==> src/rtl/core/uscf_pkg.sv <==
// Shared constants, month tables and types for the Unix seconds to calendar converter.
`timescale 1ns / 1ps

package uscf_pkg;

  // Input range that the every-fourth-year leap rule covers
  localparam logic [31:0] Start1972 = 32'd63072000;
  localparam logic [31:0] Start2100 = 32'd4102444800;

  // Field widths
  localparam int unsigned InW    = 32;
  localparam int unsigned DnumW  = 16;  // day number since 1972, below 46752
  localparam int unsigned TodW   = 17;  // second of the day, below 86400
  localparam int unsigned YoffW  = 7;   // year offset from 1972, below 128
  localparam int unsigned DoyW   = 9;   // zero-based day of the year
  localparam int unsigned MinTW  = 11;  // minute of the day, below 1440
  localparam int unsigned DataW  = 72;  // result tdata width, whole bytes

  localparam logic [11:0] BaseYear    = 12'd1972;
  localparam logic [6:0]  FatYearBias = 7'd8;  // 1980 - 1972

  // rel / 86400 is (rel >> 7) / 675, done as a multiply by a rounded-up reciprocal
  localparam int unsigned DayPreShift = 7;
  localparam int unsigned DayShift    = 41;
  localparam logic [31:0] RecipDay    = 32'd3257812231;
  localparam logic [16:0] SecsPerDay  = 17'd86400;

  // year offset = (4 * dnum) / 1461
  localparam int unsigned CycShift = 30;
  localparam logic [19:0] RecipCyc = 20'd734937;

  // tod / 3600 and tod / 60
  localparam int unsigned HourShift = 29;
  localparam logic [17:0] RecipHour = 18'd149131;
  localparam int unsigned MinShift  = 23;
  localparam logic [17:0] RecipMin  = 18'd139811;

  localparam logic [8:0]  DaysPerYear = 9'd365;

  // Zero-based day of the year on which each month starts
  function automatic logic [8:0] cum_days(input logic leap, input logic [3:0] idx);
    logic [8:0] base;
    logic [8:0] adj;
    begin
      unique case (idx)
        4'd0:    base = 9'd0;
        4'd1:    base = 9'd31;
        4'd2:    base = 9'd59;
        4'd3:    base = 9'd90;
        4'd4:    base = 9'd120;
        4'd5:    base = 9'd151;
        4'd6:    base = 9'd181;
        4'd7:    base = 9'd212;
        4'd8:    base = 9'd243;
        4'd9:    base = 9'd273;
        4'd10:   base = 9'd304;
        4'd11:   base = 9'd334;
        default: base = 9'd0;
      endcase
      // From March on, a leap year is one day further along.
      adj = (leap && (idx >= 4'd2) && (idx <= 4'd11)) ? 9'd1 : 9'd0;
      cum_days = base + adj;
    end
  endfunction

  typedef struct packed {
    logic [3:0] month;
    logic [4:0] day;
  } uscf_md_t;

  // Result payload, last field in the lowest bits
  typedef struct packed {
    logic [15:0] fat_time;
    logic [15:0] fat_date;
    logic [5:0]  second;
    logic [5:0]  minute;
    logic [4:0]  hour;
    logic [4:0]  day;
    logic [3:0]  month;
    logic [11:0] year;
  } uscf_res_t;

endpackage

==> src/rtl/core/uscf_month_lookup.sv <==
// Month and day of month from the zero-based day of the year.
`timescale 1ns / 1ps

module uscf_month_lookup (
  input  logic [8:0]         doy0_i,
  input  logic               leap_i,
  output uscf_pkg::uscf_md_t md_o
);
  import uscf_pkg::*;

  logic [3:0] month;
  logic [8:0] day_full;

  // The table rises monotonically, so the last start at or below the day wins.
  always_comb begin
    month = 4'd1;
    for (int k = 1; k < 12; k++) begin
      if (doy0_i >= cum_days(leap_i, 4'(k))) begin
        month = 4'(k + 1);
      end
    end
  end

  assign day_full   = doy0_i - cum_days(leap_i, month - 4'd1) + 9'd1;
  assign md_o.month = month;
  assign md_o.day   = day_full[4:0];

endmodule

==> src/rtl/core/unix_seconds_to_calendar_fields.sv <==
// Top level: Unix seconds count to civil date, time of day and FAT timestamp words.
`timescale 1ns / 1ps
// A result passes through the registers of stages 0 to 3 and then the output register.
// Throughput: one transaction per cycle while not stalled; the constant divisions are reciprocal
// multiplies, one multiply deep per stage, so the pipeline takes a new timestamp every cycle.
// A stall on the result side holds the whole pipeline, and s_axis_tready_o follows it.
// Reset (rst_ni low, asynchronous) clears only the stage valid flags; payloads are not reset.

module unix_seconds_to_calendar_fields (
  input  logic                       clk_i,
  input  logic                       rst_ni,
  input  logic                       s_axis_tvalid_i,
  output logic                       s_axis_tready_o,
  input  logic [31:0]                s_axis_tdata_i,   // [31:0] unix_seconds
  output logic                       m_axis_tvalid_o,
  input  logic                       m_axis_tready_i,
  // [11:0] year, [15:12] month, [20:16] day, [25:21] hour, [31:26] minute,
  // [37:32] second, [53:38] fat_date, [69:54] fat_time, [71:70] zero
  output logic [uscf_pkg::DataW-1:0] m_axis_tdata_o,
  output logic                       m_axis_tuser_o    // [0] out_of_range
);
  import uscf_pkg::*;

  // The pipeline advances whenever the result register is free or being emptied.
  logic adv;
  assign adv             = !m_axis_tvalid_o || m_axis_tready_i;
  assign s_axis_tready_o = adv;

  // ---------------------------------------------------------------------------
  // Stage 0: input register. The range check and the division by 86400 follow.
  // ---------------------------------------------------------------------------
  logic             v0_q;
  logic [InW-1:0]   t_q;

  logic             oor0;
  logic [InW-1:0]   rel0;
  logic [56:0]      day_prod0;
  logic [DnumW-1:0] dnum0;

  assign oor0      = (t_q < Start1972) || (t_q >= Start2100);
  assign rel0      = t_q - Start1972;
  // A day is 128 times 675 seconds; drop the power of two first.
  assign day_prod0 = 57'(rel0[InW-1:DayPreShift]) * 57'(RecipDay);
  assign dnum0     = day_prod0[DayShift +: DnumW];

  // ---------------------------------------------------------------------------
  // Stage 1: second of the day and the year offset from the day number.
  // ---------------------------------------------------------------------------
  logic             v1_q;
  logic             oor1_q;
  logic [TodW-1:0]  rel1_q;
  logic [DnumW-1:0] dnum1_q;

  logic [32:0]      day_secs1;
  logic [TodW-1:0]  tod1;
  logic [37:0]      yr_prod1;
  logic [YoffW-1:0] yoff1;

  // The time of day is below 2^17, so the low bits of the subtraction are exact.
  assign day_secs1 = 33'(dnum1_q) * 33'(SecsPerDay);
  assign tod1      = rel1_q - day_secs1[TodW-1:0];
  // Whole years of 365.25 days: floor(4 * dnum / 1461).
  assign yr_prod1  = 38'({dnum1_q, 2'b00}) * 38'(RecipCyc);
  assign yoff1     = yr_prod1[CycShift +: YoffW];

  // ---------------------------------------------------------------------------
  // Stage 2: day of the year, hour and minute of the day.
  // ---------------------------------------------------------------------------
  logic             v2_q;
  logic             oor2_q;
  logic [DnumW-1:0] dnum2_q;
  logic [TodW-1:0]  tod2_q;
  logic [YoffW-1:0] yoff2_q;

  logic [5:0]       leap_days2;
  logic [DnumW-1:0] year_days2;
  logic [DnumW-1:0] doy_full2;
  logic [34:0]      hour_prod2;
  logic [34:0]      min_prod2;
  logic [4:0]       hour2;
  logic [MinTW-1:0] mint2;

  // Year n starts on day 365n + ceil(n / 4), since 1972 itself is a leap year.
  assign leap_days2 = 6'((8'(yoff2_q) + 8'd3) >> 2);
  assign year_days2 = DnumW'(yoff2_q) * DnumW'(DaysPerYear);
  assign doy_full2  = dnum2_q - year_days2 - DnumW'(leap_days2);
  assign hour_prod2 = 35'(tod2_q) * 35'(RecipHour);
  assign min_prod2  = 35'(tod2_q) * 35'(RecipMin);
  assign hour2      = hour_prod2[HourShift +: 5];
  assign mint2      = min_prod2[MinShift +: MinTW];

  // ---------------------------------------------------------------------------
  // Stage 3: month, day of month, minute and second; results are packed.
  // ---------------------------------------------------------------------------
  logic             v3_q;
  logic             oor3_q;
  logic [YoffW-1:0] yoff3_q;
  logic [DoyW-1:0]  doy3_q;
  logic [TodW-1:0]  tod3_q;
  logic [4:0]       hour3_q;
  logic [MinTW-1:0] mint3_q;

  uscf_md_t         md3;
  logic             leap3;
  logic [TodW-1:0]  sec_full3;
  logic [MinTW-1:0] min_full3;
  logic [6:0]       fat_yr3;
  uscf_res_t        res3;

  // The first year of every four-year cycle is the leap year.
  assign leap3 = (yoff3_q[1:0] == 2'b00);

  uscf_month_lookup u_month_lookup (
    .doy0_i (doy3_q),
    .leap_i (leap3),
    .md_o   (md3)
  );

  assign sec_full3 = tod3_q - TodW'(mint3_q) * TodW'(60);
  assign min_full3 = mint3_q - MinTW'(hour3_q) * MinTW'(60);
  // FAT years count from 1980; earlier years wrap in the seven year bits.
  assign fat_yr3   = yoff3_q - FatYearBias;

  always_comb begin
    res3          = '0;
    if (!oor3_q) begin
      res3.year     = BaseYear + 12'(yoff3_q);
      res3.month    = md3.month;
      res3.day      = md3.day;
      res3.hour     = hour3_q;
      res3.minute   = min_full3[5:0];
      res3.second   = sec_full3[5:0];
      res3.fat_date = {fat_yr3, md3.month, md3.day};
      res3.fat_time = {hour3_q, min_full3[5:0], sec_full3[5:1]};
    end
  end

  // ---------------------------------------------------------------------------
  // Output register
  // ---------------------------------------------------------------------------
  logic      out_valid_q;
  logic      out_oor_q;
  uscf_res_t res_q;

  always_ff @(posedge clk_i or negedge rst_ni) begin
    if (!rst_ni) begin
      v0_q        <= 1'b0;
      v1_q        <= 1'b0;
      v2_q        <= 1'b0;
      v3_q        <= 1'b0;
      out_valid_q <= 1'b0;
    end else if (adv) begin
      v0_q        <= s_axis_tvalid_i;
      v1_q        <= v0_q;
      v2_q        <= v1_q;
      v3_q        <= v2_q;
      out_valid_q <= v3_q;
    end
  end

  always_ff @(posedge clk_i) begin
    if (adv) begin
      t_q       <= s_axis_tdata_i;

      oor1_q    <= oor0;
      rel1_q    <= rel0[TodW-1:0];
      dnum1_q   <= dnum0;

      oor2_q    <= oor1_q;
      dnum2_q   <= dnum1_q;
      tod2_q    <= tod1;
      yoff2_q   <= yoff1;

      oor3_q    <= oor2_q;
      yoff3_q   <= yoff2_q;
      doy3_q    <= doy_full2[DoyW-1:0];
      tod3_q    <= tod2_q;
      hour3_q   <= hour2;
      mint3_q   <= mint2;

      out_oor_q <= oor3_q;
      res_q     <= res3;
    end
  end

  assign m_axis_tvalid_o = out_valid_q;
  assign m_axis_tdata_o  = {2'b00, res_q};
  assign m_axis_tuser_o  = out_oor_q;

  // ---------------------------------------------------------------------------
  // Assertions
  // ---------------------------------------------------------------------------
  a_oor_zero: assert property (@(posedge clk_i) disable iff (!rst_ni)
    (m_axis_tvalid_o && out_oor_q) |-> (res_q == '0))
    else $error("out-of-range result carries nonzero fields");

  a_date_range: assert property (@(posedge clk_i) disable iff (!rst_ni)
    (m_axis_tvalid_o && !out_oor_q) |->
      (res_q.year >= 12'd1972 && res_q.year <= 12'd2099 &&
       res_q.month >= 4'd1 && res_q.month <= 4'd12 &&
       res_q.day >= 5'd1 && res_q.day <= 5'd31))
    else $error("calendar date out of range");

  a_time_range: assert property (@(posedge clk_i) disable iff (!rst_ni)
    (m_axis_tvalid_o && !out_oor_q) |->
      (res_q.hour <= 5'd23 && res_q.minute <= 6'd59 && res_q.second <= 6'd59))
    else $error("time of day out of range");

  a_february: assert property (@(posedge clk_i) disable iff (!rst_ni)
    (m_axis_tvalid_o && !out_oor_q && res_q.month == 4'd2) |->
      (res_q.day <= 5'd28 || (res_q.day == 5'd29 && res_q.year[1:0] == 2'b00)))
    else $error("February day beyond month length");

endmodule
==> config.mk <==
export PLATFORM = sky130hd
export DESIGN_NAME = unix_seconds_to_calendar_fields
export DESIGN_NICKNAME = d
export VERILOG_FILES = /design/src/rtl/core/uscf_pkg.sv /design/src/rtl/core/uscf_month_lookup.sv /design/src/rtl/core/unix_seconds_to_calendar_fields.sv
export SDC_FILE = /design/constraint.sdc
export NUM_CORES = 2
export LEC_CHECK = 0
export BUFFER_PORTS_ARGS = -buffer_cell sky130_fd_sc_hd__buf_2
export CAP_MARGIN = 40
export CORE_MARGIN = 4
export CORE_UTILIZATION = 50
export CTS_BUF_LIST = sky130_fd_sc_hd__clkbuf_2 sky130_fd_sc_hd__clkbuf_4 sky130_fd_sc_hd__clkbuf_8
export DETAILED_ROUTE_END_ITERATION = 16
export PLACE_DENSITY_LB_ADDON = 0.08
export SETUP_SLACK_MARGIN = 0.15
export SYNTH_ARGS = -nofsm -noshare
export SYNTH_HDL_FRONTEND = slang
export SYNTH_SLANG_ARGS = --single-unit
==> constraint.sdc <==
create_clock -name clk_i -period 11.05 [get_ports clk_i]
set_input_delay 0 -clock clk_i [delete_from_list [all_inputs] [get_ports clk_i]]
set_output_delay 0 -clock clk_i [all_outputs]
set_load 0.02 [all_outputs]
==> metrics.txt <==
# TYPE chip_impl_metric gauge
chip_impl_metric{name="worst_clock_skew",unit="ns"} 0.0335
chip_impl_metric{name="multi_input_comb_area",unit="sq mm"} 0.0235
chip_impl_info{name="worstHoldPathType",value="input pin to flop"} 1
chip_impl_info{name="r2r-start",value="t_q[8]$_DFFE_PP_"} 1
chip_impl_metric{name="synth_async_sr_flop_share",unit="%"} 2.73
chip_impl_metric{name="cts_made_buffers",unit=""} 17
chip_impl_metric{name="yosysUniqueCellTypes",unit=""} 82
chip_impl_metric{name="syn_warnings",unit=""} 0
chip_impl_metric{name="layout_min_cycle_time",unit="ns"} 9.63
chip_impl_metric{name="drc",unit=""} 0
chip_impl_info{name="hold_path.startpoint",value="s_axis_tdata_i[17]"} 1
chip_impl_metric{name="synth_area_per_cell",unit="sq um"} 10.7
chip_impl_metric{name="effective_utilization_at_floorplan",unit="%"} 50.8
chip_impl_metric{name="vias_cell",unit=""} 5.14
chip_impl_metric{name="globalRoute.totalOverflow",unit=""} 0
chip_impl_metric{name="final_util",unit="%"} 54.5
chip_impl_metric{name="synth_area",unit="sq mm"} 0.0323
chip_impl_metric{name="grt_max_degree",unit=""} 102
chip_impl_metric{name="drtIter0Drc",unit=""} 990
chip_impl_metric{name="max_clock_freq",unit="MHz"} 104
chip_impl_metric{name="max_stage_delay",unit="ns"} 0.71
chip_impl_metric{name="timing.reg2reg.worst_path_depth",unit=""} 29
chip_impl_info{name="cts_root_buffer",value="clkbuf_8"} 1
chip_impl_metric{name="h_tree_levels",unit=""} 4
chip_impl_metric{name="fin_crit_sh",unit="%"} 87.1
chip_impl_metric{name="vias_in_the_first_global_route",unit=""} 22500
chip_impl_info{name="grt_setup_unrepaired",value="false"} 1
chip_impl_metric{name="average_wire_per_standard_cell",unit="microns"} 19.0
chip_impl_metric{name="flow.area_growth_from_synthesis",unit="%"} 7.20
chip_impl_metric{name="cts_buffer_depth",unit=""} 2
chip_impl_info{name="worst_setup_path_end_kind",value="flop"} 1
chip_impl_metric{name="die_area",unit="sq mm"} 0.0687
chip_impl_metric{name="worstSkewPairLatency",unit="ns"} 0.55
chip_impl_metric{name="number_of_buffers_added_on_ports",unit=""} 108
chip_impl_info{name="cts_tree",value="yes"} 1
chip_impl_metric{name="slew_at_the_pin_closest_to_its_max_slew_limit",unit="ns"} 0.894
chip_impl_metric{name="die_w",unit="microns"} 262
chip_impl_metric{name="drv.max_cap_violation_count",unit=""} 0
chip_impl_metric{name="ys_ff_latch",unit=""} 183
chip_impl_metric{name="critPathMaxFanout",unit=""} 10
chip_impl_info{name="setup.worst_path.start_class",value="flop"} 1
chip_impl_info{name="setup.worst_path.class",value="flop to flop"} 1
chip_impl_metric{name="placed_cells",unit=""} 3953
chip_impl_metric{name="dr.pass1.iters",unit=""} 8
chip_impl_metric{name="antenna_found_initial",unit=""} 1
chip_impl_metric{name="worst_ep_arrival_time",unit="ns"} 9.99
chip_impl_metric{name="tns",unit="ns"} 0
chip_impl_metric{name="finalWirelength",unit="mm"} 76.5
chip_impl_metric{name="report.final.setup_viol",unit=""} 0
chip_impl_metric{name="synth_edf_count",unit=""} 178
chip_impl_metric{name="core_area",unit="sq mm"} 0.0635
chip_impl_metric{name="synthCells",unit=""} 3022
chip_impl_metric{name="num_vias",unit=""} 20700
chip_impl_metric{name="cts.sink_count",unit=""} 183
chip_impl_metric{name="site_rows",unit=""} 92
chip_impl_info{name="critPathSlowestCell",value="xnor2_1"} 1
chip_impl_metric{name="critical_path_required",unit="ns"} 11.41
chip_impl_metric{name="post_cts_buffers",unit=""} 0
chip_impl_metric{name="post_route_cells_drive_above_1_share",unit="%"} 5.92
chip_impl_info{name="outcome",value="finished clean"} 1
chip_impl_metric{name="path_clk_slew",unit="ns"} 0.13
chip_impl_metric{name="synth-seq-area-share",unit="%"} 16.9
chip_impl_metric{name="number_of_fill_cells",unit=""} 5682
chip_impl_metric{name="layout.nets",unit=""} 4420
chip_impl_metric{name="final_instance_count_without_filler_cells",unit=""} 4023
chip_impl_metric{name="regArea",unit="sq mm"} 0.00547
chip_impl_metric{name="whs",unit="ns"} 0.140
chip_impl_info{name="critical_path.startpoint",value="t_q[8]$_DFFE_PP_"} 1
chip_impl_metric{name="hold_path_depth",unit=""} 2
chip_impl_metric{name="grtUsageTotal",unit="%"} 23.7
chip_impl_metric{name="dp_hpwl",unit="mm"} 67.4
chip_impl_metric{name="die_h",unit="microns"} 262
chip_impl_metric{name="hold_violations",unit=""} 0
chip_impl_metric{name="drtAntennaViolNets",unit=""} 0
chip_impl_metric{name="gpl.final_weighted_congestion",unit=""} 0.945
chip_impl_metric{name="drv_slew",unit=""} 0
chip_impl_metric{name="io_pins",unit=""} 111
chip_impl_metric{name="slew_headroom",unit="%"} 40.0
chip_impl_metric{name="wire_length_of_the_first_global_routing_pass",unit="mm"} 125
chip_impl_info{name="dominantRegCellSynth",value="edfxtp_1"} 1
what timing repair did:
item | CTS | global route
resized for setup | 0 | 0
hold buffers | 37 | 0
endpoints found under the hold margin | 41 | 0
state kept, by name, indices dropped and copies added (netlist names), 5 cells and up:
signal          flops
hour3_q             5
tod3_q              6
doy3_q              9
dnum1_q            16
dnum2_q             9
m_axis_tdata_o     43
mint3_q             6
tod2_q             17
yoff2_q             7
t_q                32
rel1_q             17
yoff3_q             7
cells by family (layout without fill, tap and decap cells):
group                      Yosys count  count (layout)  synth area share, %
AOI/OAI and AO/OA                  299             299                 6.26
muxes                                6               6                0.202
and+or+nand+nor                    317             317                 4.96
other                                1               3               0.0116
DFF                                183             183                 16.9
xor gates and xnor gates           129             129                 3.52
adders and majority gates         1221            1221                 57.7
buffers and inverters              866            1019                 10.4
cell type report:
class	instances	share of cell area, %
Tap cell	846	3.06
Inverter	821	8.93
Timing Repair Buffer	166	3.15
Antenna cell	1	0.00723
Multi-Input combinational cell	1974	67.8
Clock buffer	17	0.676
Clock inverter	15	0.560
Sequential cell	183	15.8
final timing paths:
check	to	slack, ns
setup / recovery	dnum1_q[15]$_DFFE_PP_	1.42
hold / removal	t_q[17]$_DFFE_PP_	0.14
setup reg to reg	dnum1_q[15]$_DFFE_PP_	1.42
hold reg to reg	tod2_q[4]$_DFFE_PP_	0.42
max in group asynchronous	v2_q$_DFFE_PN0P_	10.44
min in group asynchronous	v3_q$_DFFE_PN0P_	0.41
critical path: cells and delay by family, from the launching register on:
kind	cells	cell delay (ns)
flip-flops	1	0.59
AND/OR/NAND/NOR	4	1.16
AO/OA/AOI/OAI	9	2.29
XOR/XNOR	1	0.71
adder cells (fa/ha/maj)	9	4.11
buffers and inverters	6	0.60
layer usage:
metal	GRT usage, %	share of wire [%]	wire length (microns)	up-vias
li1	-	-	-	10000
met1	32.9	46	35200	10200
met2	40.4	49	37200	347
met3	2.69	3.5	2680	77
met4	5.25	1.9	1440	0
met5	0	0	0	-
synthesized netlist by cell type, drive strengths merged, types with 12 or more instances:
cell type	instances	area share, %
nor2b	32	0.62
xnor2	94	2.6
o21a	19	0.44
a21o	42	0.98
ha	776	30
nand4	12	0.23
clkbuf	13	0.15
buf	32	0.71
nor2	72	0.84
xor2	35	0.95
nor3	17	0.26
nand3	26	0.40
edfxtp	178	17
nand2b	16	0.31
fa	445	28
inv	821	9.5
a21oi	87	1.4
nand2	81	0.94
o21ai	51	0.80
layout by cell type (no fill, tap or decap), types with 6 or more instances in the layout:
| master | instances |
|---|---|
| inv_1 | 820 |
| ha_1 | 776 |
| fa_1 | 445 |
| edfxtp_1 | 178 |
| buf_2 | 108 |
| xnor2_1 | 91 |
| a21oi_1 | 86 |
| nand2_1 | 81 |
| nor2_1 | 72 |
| o21ai_0 | 49 |
| a21o_1 | 42 |
| dlygate4sd3_1 | 37 |
| xor2_1 | 35 |
| nor2b_1 | 32 |
| nand3_1 | 26 |
| buf_4 | 20 |
| o21a_1 | 19 |
| nor3_1 | 17 |
| clkbuf_8 | 17 |
| nand2b_1 | 16 |
| nand4_1 | 12 |
| o21bai_1 | 11 |
| and3_1 | 11 |
| a211oi_1 | 7 |
| o31ai_1 | 7 |
| or3_1 | 7 |
| nor4_1 | 7 |
| o211ai_1 | 7 |
| a2111oi_0 | 7 |
| and2_1 | 6 |
| o2111ai_1 | 6 |
stage by stage:
step,area [sq um],setup WS [ns]
3_5_place_dp,33800,1.40
6_report,34600,1.42
5_1_grt,34600,0.813
4_1_cts,34600,1.33
3_3_place_gp,33700,1.54
2_1_floorplan,32300,2.74
Power is not shown: default switching activity piles up to over one toggle a cycle in this logic, so the estimate is an artifact.
